===== config.mk =====
export PLATFORM = sky130hd
export DESIGN_NAME = can_linear_actuator_slew
export DESIGN_NICKNAME = d
export VERILOG_FILES = /design/src/rtl/core/clas_pkg.sv /design/src/rtl/core/clas_front.sv /design/src/rtl/core/clas_queue.sv /design/src/rtl/core/clas_back.sv /design/src/rtl/core/can_linear_actuator_slew.sv
export SDC_FILE = /design/constraint.sdc
export NUM_CORES = 1
export LEC_CHECK = 0
export BUFFER_PORTS_ARGS = -buffer_cell sky130_fd_sc_hd__buf_4
export CAP_MARGIN = 25
export CORE_MARGIN = 2
export CORE_UTILIZATION = 28
export CTS_BUF_LIST = sky130_fd_sc_hd__clkbuf_2
export DETAILED_ROUTE_END_ITERATION = 7
export PLACE_DENSITY = 0.5
export REMOVE_ABC_BUFFERS = 1
export SLEW_MARGIN = 10
export SYNTH_ARGS = -nofsm -noshare
export SYNTH_HDL_FRONTEND = slang
export SYNTH_HIERARCHICAL = 1
export SYNTH_SLANG_ARGS = --single-unit

===== constraint.sdc =====
create_clock -name clk_i -period 5.39 [get_ports clk_i]
set_input_delay 0.539 -clock clk_i [delete_from_list [all_inputs] [get_ports clk_i]]
set_output_delay 0.539 -clock clk_i [all_outputs]
set_load 0.05 [all_outputs]

===== src/rtl/core/clas_pkg.sv =====
// Package for the CAN linear actuator slew block: command codes, register
// indexes, queue entry and configuration types. No dependencies.
`default_nettype none

package clas_pkg;

  localparam logic [7:0]  CMD_SET_LENGTH = 8'h20;
  localparam logic [7:0]  CMD_QUERY      = 8'h21;
  localparam logic [7:0]  REPLY_STATUS   = 8'h22;
  localparam logic        FLAG_AT_SET    = 1'b1;
  localparam logic        OP_IN_FRAME    = 1'b0;
  localparam logic        OP_IN_TICK     = 1'b1;
  localparam logic [3:0]  SET_MIN_BYTES  = 4'd3;
  localparam logic [3:0]  CMD_MIN_BYTES  = 4'd1;

  localparam logic [10:0] DEVICE_ID_RST  = 11'd0;
  localparam logic [15:0] MIN_LENGTH_RST = 16'd0;
  localparam logic [15:0] MAX_LENGTH_RST = 16'hFFFF;
  localparam logic [15:0] STEP_RST       = 16'd10;
  localparam logic [15:0] INIT_LEN_RST   = 16'd0;

  typedef enum logic [2:0] {
    REG_DEVICE_ID,
    REG_MIN_LENGTH,
    REG_MAX_LENGTH,
    REG_STEP_PER_TICK,
    REG_INITIAL_LENGTH
  } reg_idx_e;

  typedef enum logic [1:0] {
    OP_TICK,
    OP_SET,
    OP_QUERY
  } op_kind_e;

  typedef struct packed {
    op_kind_e    kind;
    logic [15:0] value;
  } q_entry_t;

  typedef struct packed {
    logic [10:0] device_id;
    logic [15:0] min_len;
    logic [15:0] max_len;
    logic [15:0] step;
  } cfg_t;

  typedef struct packed {
    logic        valid;
    logic [15:0] value;
  } preset_t;

endpackage

`default_nettype wire


===== src/rtl/core/clas_front.sv =====
// Front end: decodes an incoming beat into a tick, a clamped set or a query.
// Depends on clas_pkg.
`default_nettype none

module clas_front (
  input  wire logic          op_i,
  input  wire logic [10:0]   frame_id_i,
  input  wire logic [3:0]    frame_len_i,
  input  wire logic [7:0]    cmd_byte_i,
  input  wire logic [7:0]    len_high_i,
  input  wire logic [7:0]    len_low_i,
  input  wire clas_pkg::cfg_t cfg_i,
  output logic               keep_o,
  output clas_pkg::q_entry_t entry_o
);
  import clas_pkg::*;

  logic        for_us;
  logic [15:0] want;
  logic [15:0] upper;

  always_comb begin
    for_us = (frame_id_i == cfg_i.device_id) && (frame_len_i >= CMD_MIN_BYTES);
    want   = {len_high_i, len_low_i};
    // Upper limit first, then the lower one, so that min wins if the limits cross.
    upper  = (want < cfg_i.max_len) ? want : cfg_i.max_len;

    keep_o        = 1'b0;
    entry_o.kind  = OP_TICK;
    entry_o.value = (upper > cfg_i.min_len) ? upper : cfg_i.min_len;

    if (op_i == OP_IN_TICK) begin
      keep_o       = 1'b1;
      entry_o.kind = OP_TICK;
    end else if (for_us) begin
      if (cmd_byte_i == CMD_SET_LENGTH && frame_len_i >= SET_MIN_BYTES) begin
        keep_o       = 1'b1;
        entry_o.kind = OP_SET;
      end else if (cmd_byte_i == CMD_QUERY) begin
        keep_o       = 1'b1;
        entry_o.kind = OP_QUERY;
      end
    end
  end

endmodule

`default_nettype wire


===== src/rtl/core/clas_queue.sv =====
// Short FIFO of decoded operations between the front and the back end.
// Depends on clas_pkg.
`default_nettype none

module clas_queue #(
  parameter int Depth = 2
) (
  input  wire logic               clk_i,
  input  wire logic               rst_ni,
  input  wire logic               push_i,
  input  wire clas_pkg::q_entry_t entry_i,
  output logic                    full_o,
  output logic                    valid_o,
  output clas_pkg::q_entry_t      entry_o,
  input  wire logic               pop_i
);
  import clas_pkg::*;

  localparam int AW = (Depth > 1) ? $clog2(Depth) : 1;
  localparam int CW = $clog2(Depth + 1);

  q_entry_t        mem_q [Depth];
  logic [AW-1:0]   wr_ptr_q, wr_ptr_d;
  logic [AW-1:0]   rd_ptr_q, rd_ptr_d;
  logic [CW-1:0]   count_q, count_d;

  function automatic logic [AW-1:0] ptr_next(input logic [AW-1:0] p);
    ptr_next = (p == AW'(Depth - 1)) ? '0 : p + AW'(1);
  endfunction

  always_comb begin
    full_o  = (count_q == CW'(Depth));
    valid_o = (count_q != '0);
    entry_o = mem_q[rd_ptr_q];

    wr_ptr_d = push_i ? ptr_next(wr_ptr_q) : wr_ptr_q;
    rd_ptr_d = pop_i  ? ptr_next(rd_ptr_q) : rd_ptr_q;
    count_d  = count_q;
    if (push_i && !pop_i) begin
      count_d = count_q + CW'(1);
    end else if (pop_i && !push_i) begin
      count_d = count_q - CW'(1);
    end
  end

  always_ff @(posedge clk_i or negedge rst_ni) begin
    if (!rst_ni) begin
      wr_ptr_q <= '0;
      rd_ptr_q <= '0;
      count_q  <= '0;
    end else begin
      wr_ptr_q <= wr_ptr_d;
      rd_ptr_q <= rd_ptr_d;
      count_q  <= count_d;
    end
  end

  always_ff @(posedge clk_i) begin
    if (push_i) begin
      mem_q[wr_ptr_q] <= entry_i;
    end
  end

endmodule

`default_nettype wire


===== src/rtl/core/clas_back.sv =====
// Back end: holds the actuator state, slews on ticks, applies set commands
// and drives the status reply register. Depends on clas_pkg.
`default_nettype none

module clas_back (
  input  wire logic               clk_i,
  input  wire logic               rst_ni,
  input  wire clas_pkg::cfg_t     cfg_i,
  input  wire clas_pkg::preset_t  preset_i,
  input  wire logic               q_valid_i,
  input  wire clas_pkg::q_entry_t q_entry_i,
  output logic                    q_pop_o,
  output logic                    out_valid_o,
  input  wire logic               out_ready_i,
  output logic [10:0]             reply_id_o,
  output logic [7:0]              reply_code_o,
  output logic [15:0]             reply_length_o,
  output logic                    at_setpoint_o
);
  import clas_pkg::*;

  logic [15:0] cur_q, cur_d;
  logic [15:0] tgt_q, tgt_d;
  logic [31:0] cmd_total_q, cmd_total_d;
  logic        out_valid_q, out_valid_d;
  logic [10:0] id_q, id_d;
  logic [15:0] len_q, len_d;
  logic        at_q, at_d;
  logic        exec;
  logic [15:0] gap_up, gap_dn, slewed;

  always_comb begin
    gap_up = tgt_q - cur_q;
    gap_dn = cur_q - tgt_q;
    if (tgt_q >= cur_q) begin
      slewed = (gap_up <= cfg_i.step) ? tgt_q : cur_q + cfg_i.step;
    end else begin
      slewed = (gap_dn <= cfg_i.step) ? tgt_q : cur_q - cfg_i.step;
    end

    // A query may only go ahead when the reply register is free this cycle.
    exec    = q_valid_i && ((q_entry_i.kind != OP_QUERY) || !out_valid_q || out_ready_i);
    q_pop_o = exec;

    cur_d       = cur_q;
    tgt_d       = tgt_q;
    cmd_total_d = cmd_total_q;
    out_valid_d = out_valid_q && !out_ready_i;
    id_d        = id_q;
    len_d       = len_q;
    at_d        = at_q;

    if (preset_i.valid) begin
      cur_d = preset_i.value;
      tgt_d = preset_i.value;
    end else if (exec) begin
      case (q_entry_i.kind)
        OP_TICK: begin
          cur_d = slewed;
        end
        OP_SET: begin
          tgt_d       = q_entry_i.value;
          cmd_total_d = cmd_total_q + 32'd1;
        end
        OP_QUERY: begin
          cmd_total_d = cmd_total_q + 32'd1;
          out_valid_d = 1'b1;
          id_d        = cfg_i.device_id;
          len_d       = cur_q;
          at_d        = (cur_q == tgt_q) ? FLAG_AT_SET : 1'b0;
        end
        default: begin
          cur_d = cur_q;
        end
      endcase
    end
  end

  always_ff @(posedge clk_i or negedge rst_ni) begin
    if (!rst_ni) begin
      cur_q       <= INIT_LEN_RST;
      tgt_q       <= INIT_LEN_RST;
      cmd_total_q <= '0;
      out_valid_q <= 1'b0;
    end else begin
      cur_q       <= cur_d;
      tgt_q       <= tgt_d;
      cmd_total_q <= cmd_total_d;
      out_valid_q <= out_valid_d;
    end
  end

  always_ff @(posedge clk_i) begin
    id_q  <= id_d;
    len_q <= len_d;
    at_q  <= at_d;
  end

  assign out_valid_o    = out_valid_q;
  assign reply_id_o     = id_q;
  assign reply_code_o   = REPLY_STATUS;
  assign reply_length_o = len_q;
  assign at_setpoint_o  = at_q;

endmodule

`default_nettype wire


===== src/rtl/core/can_linear_actuator_slew.sv =====
// CAN linear actuator slew model, top level: configuration registers, decoder,
// operation queue and execution back end. Depends on clas_pkg and its submodules.
// Throughput: one beat per cycle while the queue is not full; a query reply is
// offered once its beat has passed the queue register and then the reply register.
// A stalled reply holds back the next query and every beat queued behind it; the
// queue absorbs QueueDepth beats before the input stalls.
// Reset: asynchronous, active low; all but reply data and queue storage are reset.
`default_nettype none

module can_linear_actuator_slew #(
  parameter int QueueDepth = 2
) (
  input  wire logic        clk_i,
  input  wire logic        rst_ni,
  input  wire logic        cfg_we_i,
  input  wire logic [2:0]  cfg_idx_i,
  input  wire logic [15:0] cfg_wdata_i,
  input  wire logic        in_valid_i,
  output logic             in_ready_o,
  input  wire logic        op_i,
  input  wire logic [10:0] frame_id_i,
  input  wire logic [3:0]  frame_len_i,
  input  wire logic [7:0]  cmd_byte_i,
  input  wire logic [7:0]  len_high_i,
  input  wire logic [7:0]  len_low_i,
  output logic             out_valid_o,
  input  wire logic        out_ready_i,
  output logic [10:0]      reply_id_o,
  output logic [7:0]       reply_code_o,
  output logic [15:0]      reply_length_o,
  output logic             at_setpoint_o
);
  import clas_pkg::*;

  cfg_t     cfg_q, cfg_d;
  preset_t  preset;
  logic     keep;
  q_entry_t front_entry, q_entry;
  logic     q_push, q_full, q_valid, q_pop;

  always_comb begin
    cfg_d        = cfg_q;
    preset.valid = 1'b0;
    preset.value = cfg_wdata_i;
    if (cfg_we_i) begin
      unique case (cfg_idx_i)
        REG_DEVICE_ID:      cfg_d.device_id = cfg_wdata_i[10:0];
        REG_MIN_LENGTH:     cfg_d.min_len   = cfg_wdata_i;
        REG_MAX_LENGTH:     cfg_d.max_len   = cfg_wdata_i;
        REG_STEP_PER_TICK:  cfg_d.step      = cfg_wdata_i;
        REG_INITIAL_LENGTH: preset.valid    = 1'b1;
        default:            cfg_d           = cfg_q;
      endcase
    end
  end

  always_ff @(posedge clk_i or negedge rst_ni) begin
    if (!rst_ni) begin
      cfg_q.device_id <= DEVICE_ID_RST;
      cfg_q.min_len   <= MIN_LENGTH_RST;
      cfg_q.max_len   <= MAX_LENGTH_RST;
      cfg_q.step      <= STEP_RST;
    end else begin
      cfg_q <= cfg_d;
    end
  end

  clas_front u_front (
    .op_i        (op_i),
    .frame_id_i  (frame_id_i),
    .frame_len_i (frame_len_i),
    .cmd_byte_i  (cmd_byte_i),
    .len_high_i  (len_high_i),
    .len_low_i   (len_low_i),
    .cfg_i       (cfg_q),
    .keep_o      (keep),
    .entry_o     (front_entry)
  );

  // Beats that decode to nothing are accepted and dropped here.
  assign in_ready_o = !q_full;
  assign q_push     = in_valid_i && in_ready_o && keep;

  clas_queue #(
    .Depth (QueueDepth)
  ) u_queue (
    .clk_i   (clk_i),
    .rst_ni  (rst_ni),
    .push_i  (q_push),
    .entry_i (front_entry),
    .full_o  (q_full),
    .valid_o (q_valid),
    .entry_o (q_entry),
    .pop_i   (q_pop)
  );

  clas_back u_back (
    .clk_i          (clk_i),
    .rst_ni         (rst_ni),
    .cfg_i          (cfg_q),
    .preset_i       (preset),
    .q_valid_i      (q_valid),
    .q_entry_i      (q_entry),
    .q_pop_o        (q_pop),
    .out_valid_o    (out_valid_o),
    .out_ready_i    (out_ready_i),
    .reply_id_o     (reply_id_o),
    .reply_code_o   (reply_code_o),
    .reply_length_o (reply_length_o),
    .at_setpoint_o  (at_setpoint_o)
  );

  a_pop_needs_entry: assert property (
    @(posedge clk_i) disable iff (!rst_ni) q_pop |-> q_valid
  ) else $error("queue popped while empty");

  a_reply_from_query: assert property (
    @(posedge clk_i) disable iff (!rst_ni)
    $rose(out_valid_o) |-> $past(q_pop && q_entry.kind == OP_QUERY)
  ) else $error("reply raised without a query being executed");

  a_full_stalls_push: assert property (
    @(posedge clk_i) disable iff (!rst_ni)
    (q_full && !q_pop) |=> !($past(q_push))
  ) else $error("push into a full queue");

endmodule

`default_nettype wire

* Word-level counts from Yosys, hierarchy flattened
Memories as Yosys holds them, arrays and structs flattened.
Cells that the tools add are included.
** Operators by class
- Bitwise gates (word level) :: 1
- Mux-type cells :: 31
- Reductions and logical operators :: 29
- Eq/ne operators :: 12
- $lt $le $gt $ge :: 7
- Add/sub/neg operators :: 8
** Operators by type and width (count)
- 2-to-1 mux 16 bit :: 11
- subtractor 16 bit :: 3
- less-or-equal comparator 16 bit :: 2
- adder 16 bit :: 1
- equality test 16 bit :: 1
- equality test 8 x 6 -> 1 bit, second input constant :: 2
- >= comparator 16 bit :: 1
- > comparator 16 bit :: 1
- less-than comparator 16 bit :: 1
- 2-to-1 mux 1 bit :: 14
- 2-to-1 mux 2 bit :: 6
- AND reduction 2 bit :: 6
- equality test 11 bit :: 1
- nonzero test 2 bit :: 5
- logical AND 1 bit :: 8
- equality test 3 x 2 -> 1 bit, second input constant :: 2
- logical NOT 1 bit :: 5
- equality test 2 bit, second input constant :: 2
- >= comparator 4 x 1 -> 1 bit, second input constant :: 1
- >= comparator 4 x 2 -> 1 bit, second input constant :: 1
- equality test 3 x 1 -> 1 bit, second input constant :: 1
- equality test 3 bit, second input constant :: 1
- logical NOT 3 bit :: 1
- AND reduction 3 bit :: 1
- other kinds (8) :: 10
** Word-level totals
- Memories :: 1
- Output and inout port bits :: 38
- Input bits :: 64
- Register bits :: 124
- Bits in writable memories :: 36
** Memory list
- u_queue.mem_q :: depth 2, width 18, read ports 1, clocked after Yosys merged registers in 0, write ports 1, RTL line clas_queue.sv:22 : q_entry_t mem_q [Depth];

* Longest topological paths before layout
- Depth after elaboration :: 10
- Mapped depth :: 22

* Hierarchy
Netlist, hierarchy kept.
** By module, submodules not included
- clas_back :: cells an instance 732, area an instance 6459.9 sq um, sequential area each 1666.6 sq um, instances 1
- can_linear_actuator_slew :: cells an instance 132, area an instance 2354.8 sq um, sequential area each 1498.9 sq um, instances 1
- clas_queue :: cells an instance 72, area an instance 1537.7 sq um, sequential area each 1181.1 sq um, instances 1
- clas_front :: cells an instance 162, area an instance 1401.3 sq um, sequential area each 0.0 sq um, instances 1

* Least setup slack after synthesis
No wires, ideal clock.
- Path kind :: flip-flop to flip-flop
- Start point :: reg cfg_q[30] in the netlist's numbering
- End point :: mem u_queue/mem_q[0][12] in the netlist's numbering (data pin)
- Setup slack :: 0.883 ns
- Cell stages (with the launch flop) :: 17
- Setup time :: 0.262 ns
- Path buffers :: 3
- Data arrival time :: 4.244 ns
- Path through :: dfstp_2 inv_1 ha_1 a21oi_2 nand2_1 a221o_1 or3_1 buf_6 buf_12 mux2_4 ha_1 and3_1 a221o_1 a221o_1 o21ai_2 buf_4 mux2_2
** RTL lines
- start, declared :: RTL line can_linear_actuator_slew.sv:35 : cfg_t cfg_q, cfg_d;
- start signal, assigned :: RTL line can_linear_actuator_slew.sv:64 : cfg_q <= cfg_d;
- end, declared :: RTL line clas_queue.sv:22

* Worst setup path in the final report
- Start point :: reg u_back.cur_q[1]
- End point :: reg u_back.cur_q[0]
** Between the ends
- Longest elaborated chain between the ends :: 7
- Elaborated cells on any way between the ends :: 11
- Those cells by class :: add/sub (2); order compare (3); mux (6)
** Ends and longest elaborated chain
- start, declared :: RTL line clas_back.sv:22 : logic [15:0] cur_q, cur_d;
- start signal, assigned :: RTL line clas_back.sv:86 : cur_q <= cur_d;
- subtractor 16 bit (on tied branches) :: RTL line clas_back.sv:34, clas_back.sv:33
- less-or-equal comparator 16 bit (on tied branches) :: RTL line clas_back.sv:38, clas_back.sv:36
- 2-to-1 mux 16 bit (on tied branches) :: RTL line clas_back.sv:38, clas_back.sv:36
- 2-to-1 mux 16 bit * :: RTL line clas_back.sv:35 : if (tgt_q >= cur_q) begin
- 2-to-1 mux 16 bit * :: RTL line clas_back.sv:57 : case (q_entry_i.kind)
- 2-to-1 mux 16 bit * :: RTL line clas_back.sv:56 : end else if (exec) begin
- 2-to-1 mux 16 bit * :: RTL line clas_back.sv:53 : if (preset_i.valid) begin
Mark *: on every way between the ends. The rest lies on a longest branch, timed or not. The select of a mux whose other input is x is not followed.
A chain may end at the register's enable or synchronous reset.

==> results by stage <==
Worst setup path:
- The type of the setup path with the least slack is flip-flop to flip-flop.
- The worst register-to-register path ends at u_back/cur_q[0].
- Of all nets on the critical path, the largest fanout is 12.
- The worst reg2reg path startpoint is u_back/cur_q[1].
- The worst path required time is 6.09 ns.
- The setup check on the worst reg-to-reg path leaves a slack of 0.44 ns.
- The critical path arrival is 5.64 ns.
- The sort of element at the end of the critical path is a flip-flop.
- The category of the worst setup path launch point is a flip-flop.
- The worst register-to-register path has a depth of 18.

Clock network:
- The clock transition at the registers of the reported paths is 0.24 ns.
- TritonCTS built the clock tree.
- The number of clock sinks seen by CTS is 160.
- In this run the deepest clock path goes through 2 buffers.
- The H-tree depth reported by CTS is 4.
- The latest clock arrival within the worst-skew pair is 0.78 ns.
- The CTS root buffer is clkbuf_2.
- The number of CTS-inserted buffers is 17.

Layout:
- The share of final-layout standard cells stronger than drive strength 1 is 25.2%.
- The library cell used most frequently in the layout, excluding fill and tap cells, is ha_1.
- The total non-filler cell area in the finished layout is 0.0134 mm^2.
- The fill cell instance count of the final layout is 4296.
- The final-stage net count is 1391.
- The post-route non-filler standard cell count is 1752.
- Relative to the synthesized area, the layout overhead comes to 14.3%.
- The top cell types in the final layout, fill and taps aside, are ha_1, inv_1, buf_4.

Power:
- The leakage power is 6.01 nW.
- In this run the power spent charging and discharging nets is 4.63 mW.
- The sequential power share is 21.9%.
- Of the total power, the share spent switching nets is 49.6%.
- The internal portion of the total power is 4.70 mW.
- Power spread over the standard cell area amounts to 694 mW/mm^2.
- The peak supply drop is 0.404 mV.
- The clock group share of total power is 7.7%.
- The combinational share of power is 70.4%.

GRT:
- The first-pass GRT wire length is 50000 um.
- Global routing consumed, over all layers together, 14.8% of the routing resources.
- Entering global routing, the biggest net connects 56 pins.
- The number of global-route vias before repair was 8722.
- The total global routing overflow is 0.
- The initial antenna violation count is 1.

Timing:
- The final worst hold slack is 0.0987 ns.
- Dividing the final minimum period by the clock period gives 91.8%.
- The worst relative slew slack is 32.6%.
- The transition time at the pin with the least slew margin is 1.00 ns.
- The maximum achievable frequency is 202 MHz.
- The number of setup violations in the final report is 0.
- The time the worst path needs with I/O delays and setup is 4.95 ns.
- The number of hold violations in the final report is 0.
- After routing, the total negative slack on setup checks comes to 0 ns.
- Setup repair after global routing left no endpoint under its margin.
- The final critical-path setup slack is 0.445 ns.
- The final count of pins violating max slew is 0.
- Clock skew on the completed layout was measured at 0.0476 ns.

Detailed routing:
- The first detailed-routing pass ran for 5 iterations.
- The per-cell via count in the routed design is 4.94.
- Once detail routing completed, the nets flagged for antenna violations numbered 0.
- The number of remaining DRC errors is 0.
- The wire length per cell is 18.2 um.
- The post-detailed-routing wire length is 32000 um.
- The final route contains 8653 vias.
- The number of violations reported at the end of detailed-routing iteration 0 is 481.

Min path:
- For hold timing, the worst endpoint is cfg_q[57].
- The launch instance of the worst min-delay path is cfg_wdata_i[9].
- The worst hold path was traced through 2 stages.
- The worst hold path belongs to the class primary input to flip-flop.

Synth:
- The fraction of synthesized cell area taken by the top area cell type is 16.6%.
- For this run, the register share of the synthesized area comes to 37.0%.
- The number of distinct library cell variants in the gate-level netlist after synthesis is 91.
- The mean post-synth cell area is 10.7 um^2.
- By area the synthesized netlist is led by dfrtp_1, edfxtp_1, ha_1, mux2_2, mux2_4.
- The number of enable flip-flop cells after synthesis is 64.
- The async set or reset register ratio after synthesis is 60.0%.
- The Yosys step of the flow raised 6 warnings.
- In this run, synthesis produced a sequential element count of 160.
- For this run, the leading register cell type out of synthesis is dfrtp_1.
- The synthesized design spends more area on one cell type than any other, namely dfrtp_1.
- The cell count after synthesis is 1098.
- The netlist area before placement is 0.0118 mm^2.

Place:
- The count of buffers added on input and output ports is 93.
- The pre-CTS setup slack is 0.421 ns.
- Once placement finished, the instance area stood at 0.0130 mm^2.
- Routability-driven placement finished with a final weighted congestion of 0.888.
- The number of placed instances, taps included is 1701.
- The estimated wirelength of the detail-placed design is 24900 um.

Die:
- The area of the die is 0.0436 mm^2.
- The die is 209 um wide.
- Once the floorplan was initialized, standard cells occupied 28.2% of the core.
- The number of rows in the core area is 75.
- The vertical die dimension is 209 um.
- The core region is 0.0417 mm^2.
- In this run the count of I/O pins placed on the die edge is 102.

Outcome:
- The flow ran to the end, and the final reports show no timing, DRC or antenna violations.

Flow run:
- The max-cap check violation count is 0.
==> worst max-delay path: stages (launching register included) <==
cell,delay (ns)
dfrtp_1,0.51
inv_1,0.20
ha_1,0.36
nor2b_1,0.13
o21a_1,0.14
o21ai_0,0.11
a21oi_1,0.24
o2111ai_1,0.22
a31oi_2,0.36
nor4_1,0.08
a211o_1,0.28
ha_1,0.29
nand4_1,0.12
or4_1,0.44
o221a_2,0.34
nor3_4,0.49
or2_2,0.28
o211ai_1,0.09
a31oi_1,0.20
==> kinds of logic (layout without fill, tap and decap cells) <==
logic type | count (synthesis) | in the layout | share of synthesized area, %
other | 2 | 9 | 0.0639
muxes | 119 | 119 | 12.5
and+or+nand+nor | 230 | 230 | 11.4
DFF | 160 | 160 | 37.0
xor gates and xnor gates | 56 | 56 | 4.17
buffers and inverters | 167 | 275 | 6.50
AOI/OAI and AO/OA | 236 | 236 | 14.5
adders and majority gates | 128 | 128 | 13.9
==> power groups by stage <==
| stage | Clock (mW) | Combinational [mW] | Sequential [mW] |
|---|---|---|---|
| 2_1_floorplan | 0 | 4.66 | 2.16 |
| 3_3_place_gp | 0 | 6.39 | 2.10 |
| 3_5_place_dp | 0 | 6.43 | 2.10 |
| 4_1_cts | 0.755 | 6.48 | 2.07 |
| 5_1_grt | 0.797 | 7.25 | 2.09 |
| 6_report | 0.718 | 6.56 | 2.05 |
==> worst max path at each step <==
stage / start / to / slack [ns] / cells past startpoint
after global routing: u_back/cur_q[1] / u_back/cur_q[7] / 0.05 / 19
after global placement: u_back/cur_q[1] / u_back/cur_q[0] / 0.51 / 18
final: u_back/cur_q[1] / u_back/cur_q[0] / 0.44 / 18
after CTS: u_back/cur_q[1] / u_back/cur_q[0] / 0.36 / 18
after detailed placement: u_back/cur_q[1] / u_back/cur_q[0] / 0.42 / 18
after floorplan: cfg_q[30] / u_queue/mem_q[0][12] / 0.70 / 13
==> layer usage <==
layer  GRT usage (%)  up-vias  routed length [um]
li1                -     4214                   -
met1            20.2     4217               15000
met2            24.8      195               15200
met3            1.62       27                1140
met4            4.46        0                 612
met5               0        -                   0
==> synth_stat cells, drive strengths merged (18+ instances only) <==
cell    count
clkbuf     18
dfstp      18
dfrtp      78
xor2       28
inv       115
buf        34
a222oi     19
o21ai      31
mux2      108
nand4      21
edfxtp     64
a21oi      56
nor2       43
nand2      49
ha        124
xnor2      28
a21o       25
==> registers in the layout, indices dropped and copies added (netlist names) <==
name,count
u_queue/rd_ptr_q,1
u_back/tgt_q,16
u_back/cur_q,16
u_back/at_setpoint_o,1
u_back/reply_length_o,16
u_queue/mem_q,36
u_queue/wr_ptr_q,1
u_queue/count_q,2
cfg_q,59
u_back/reply_id_o,11
u_back/out_valid_o,1
==> timing repair <==
| action | in CTS | in global routing |
|---|---|---|
| resized for setup | 0 | 2 |
| setup endpoints to repair | 0 | 4 |
| hold endpoints to repair | 57 | 2 |
| setup buffers | 0 | 0 |
| hold buffers | 12 | 2 |
==> through the flow <==
step                power [mW]  utilization [%]
CTS                       9.31             32.0
finish                    9.33             32.2
global route              10.1             32.2
detailed placement        8.53             31.1
floorplan                 6.82                -
global placement          8.49             31.1
==> cell type report <==
class	count	area, um^2	area share (%)
clock buffer	18	90.1	0.671
antenna	1	2.50	0.0186
inverter	115	432	3.21
tap	539	674	5.02
sequential	160	4350	32.4
timing repair buffer	128	1040	7.75
multi-input combinational	777	6680	49.8
clock inverter	14	161	1.20
No activity file was read; power rests on OpenSTA's default activity.
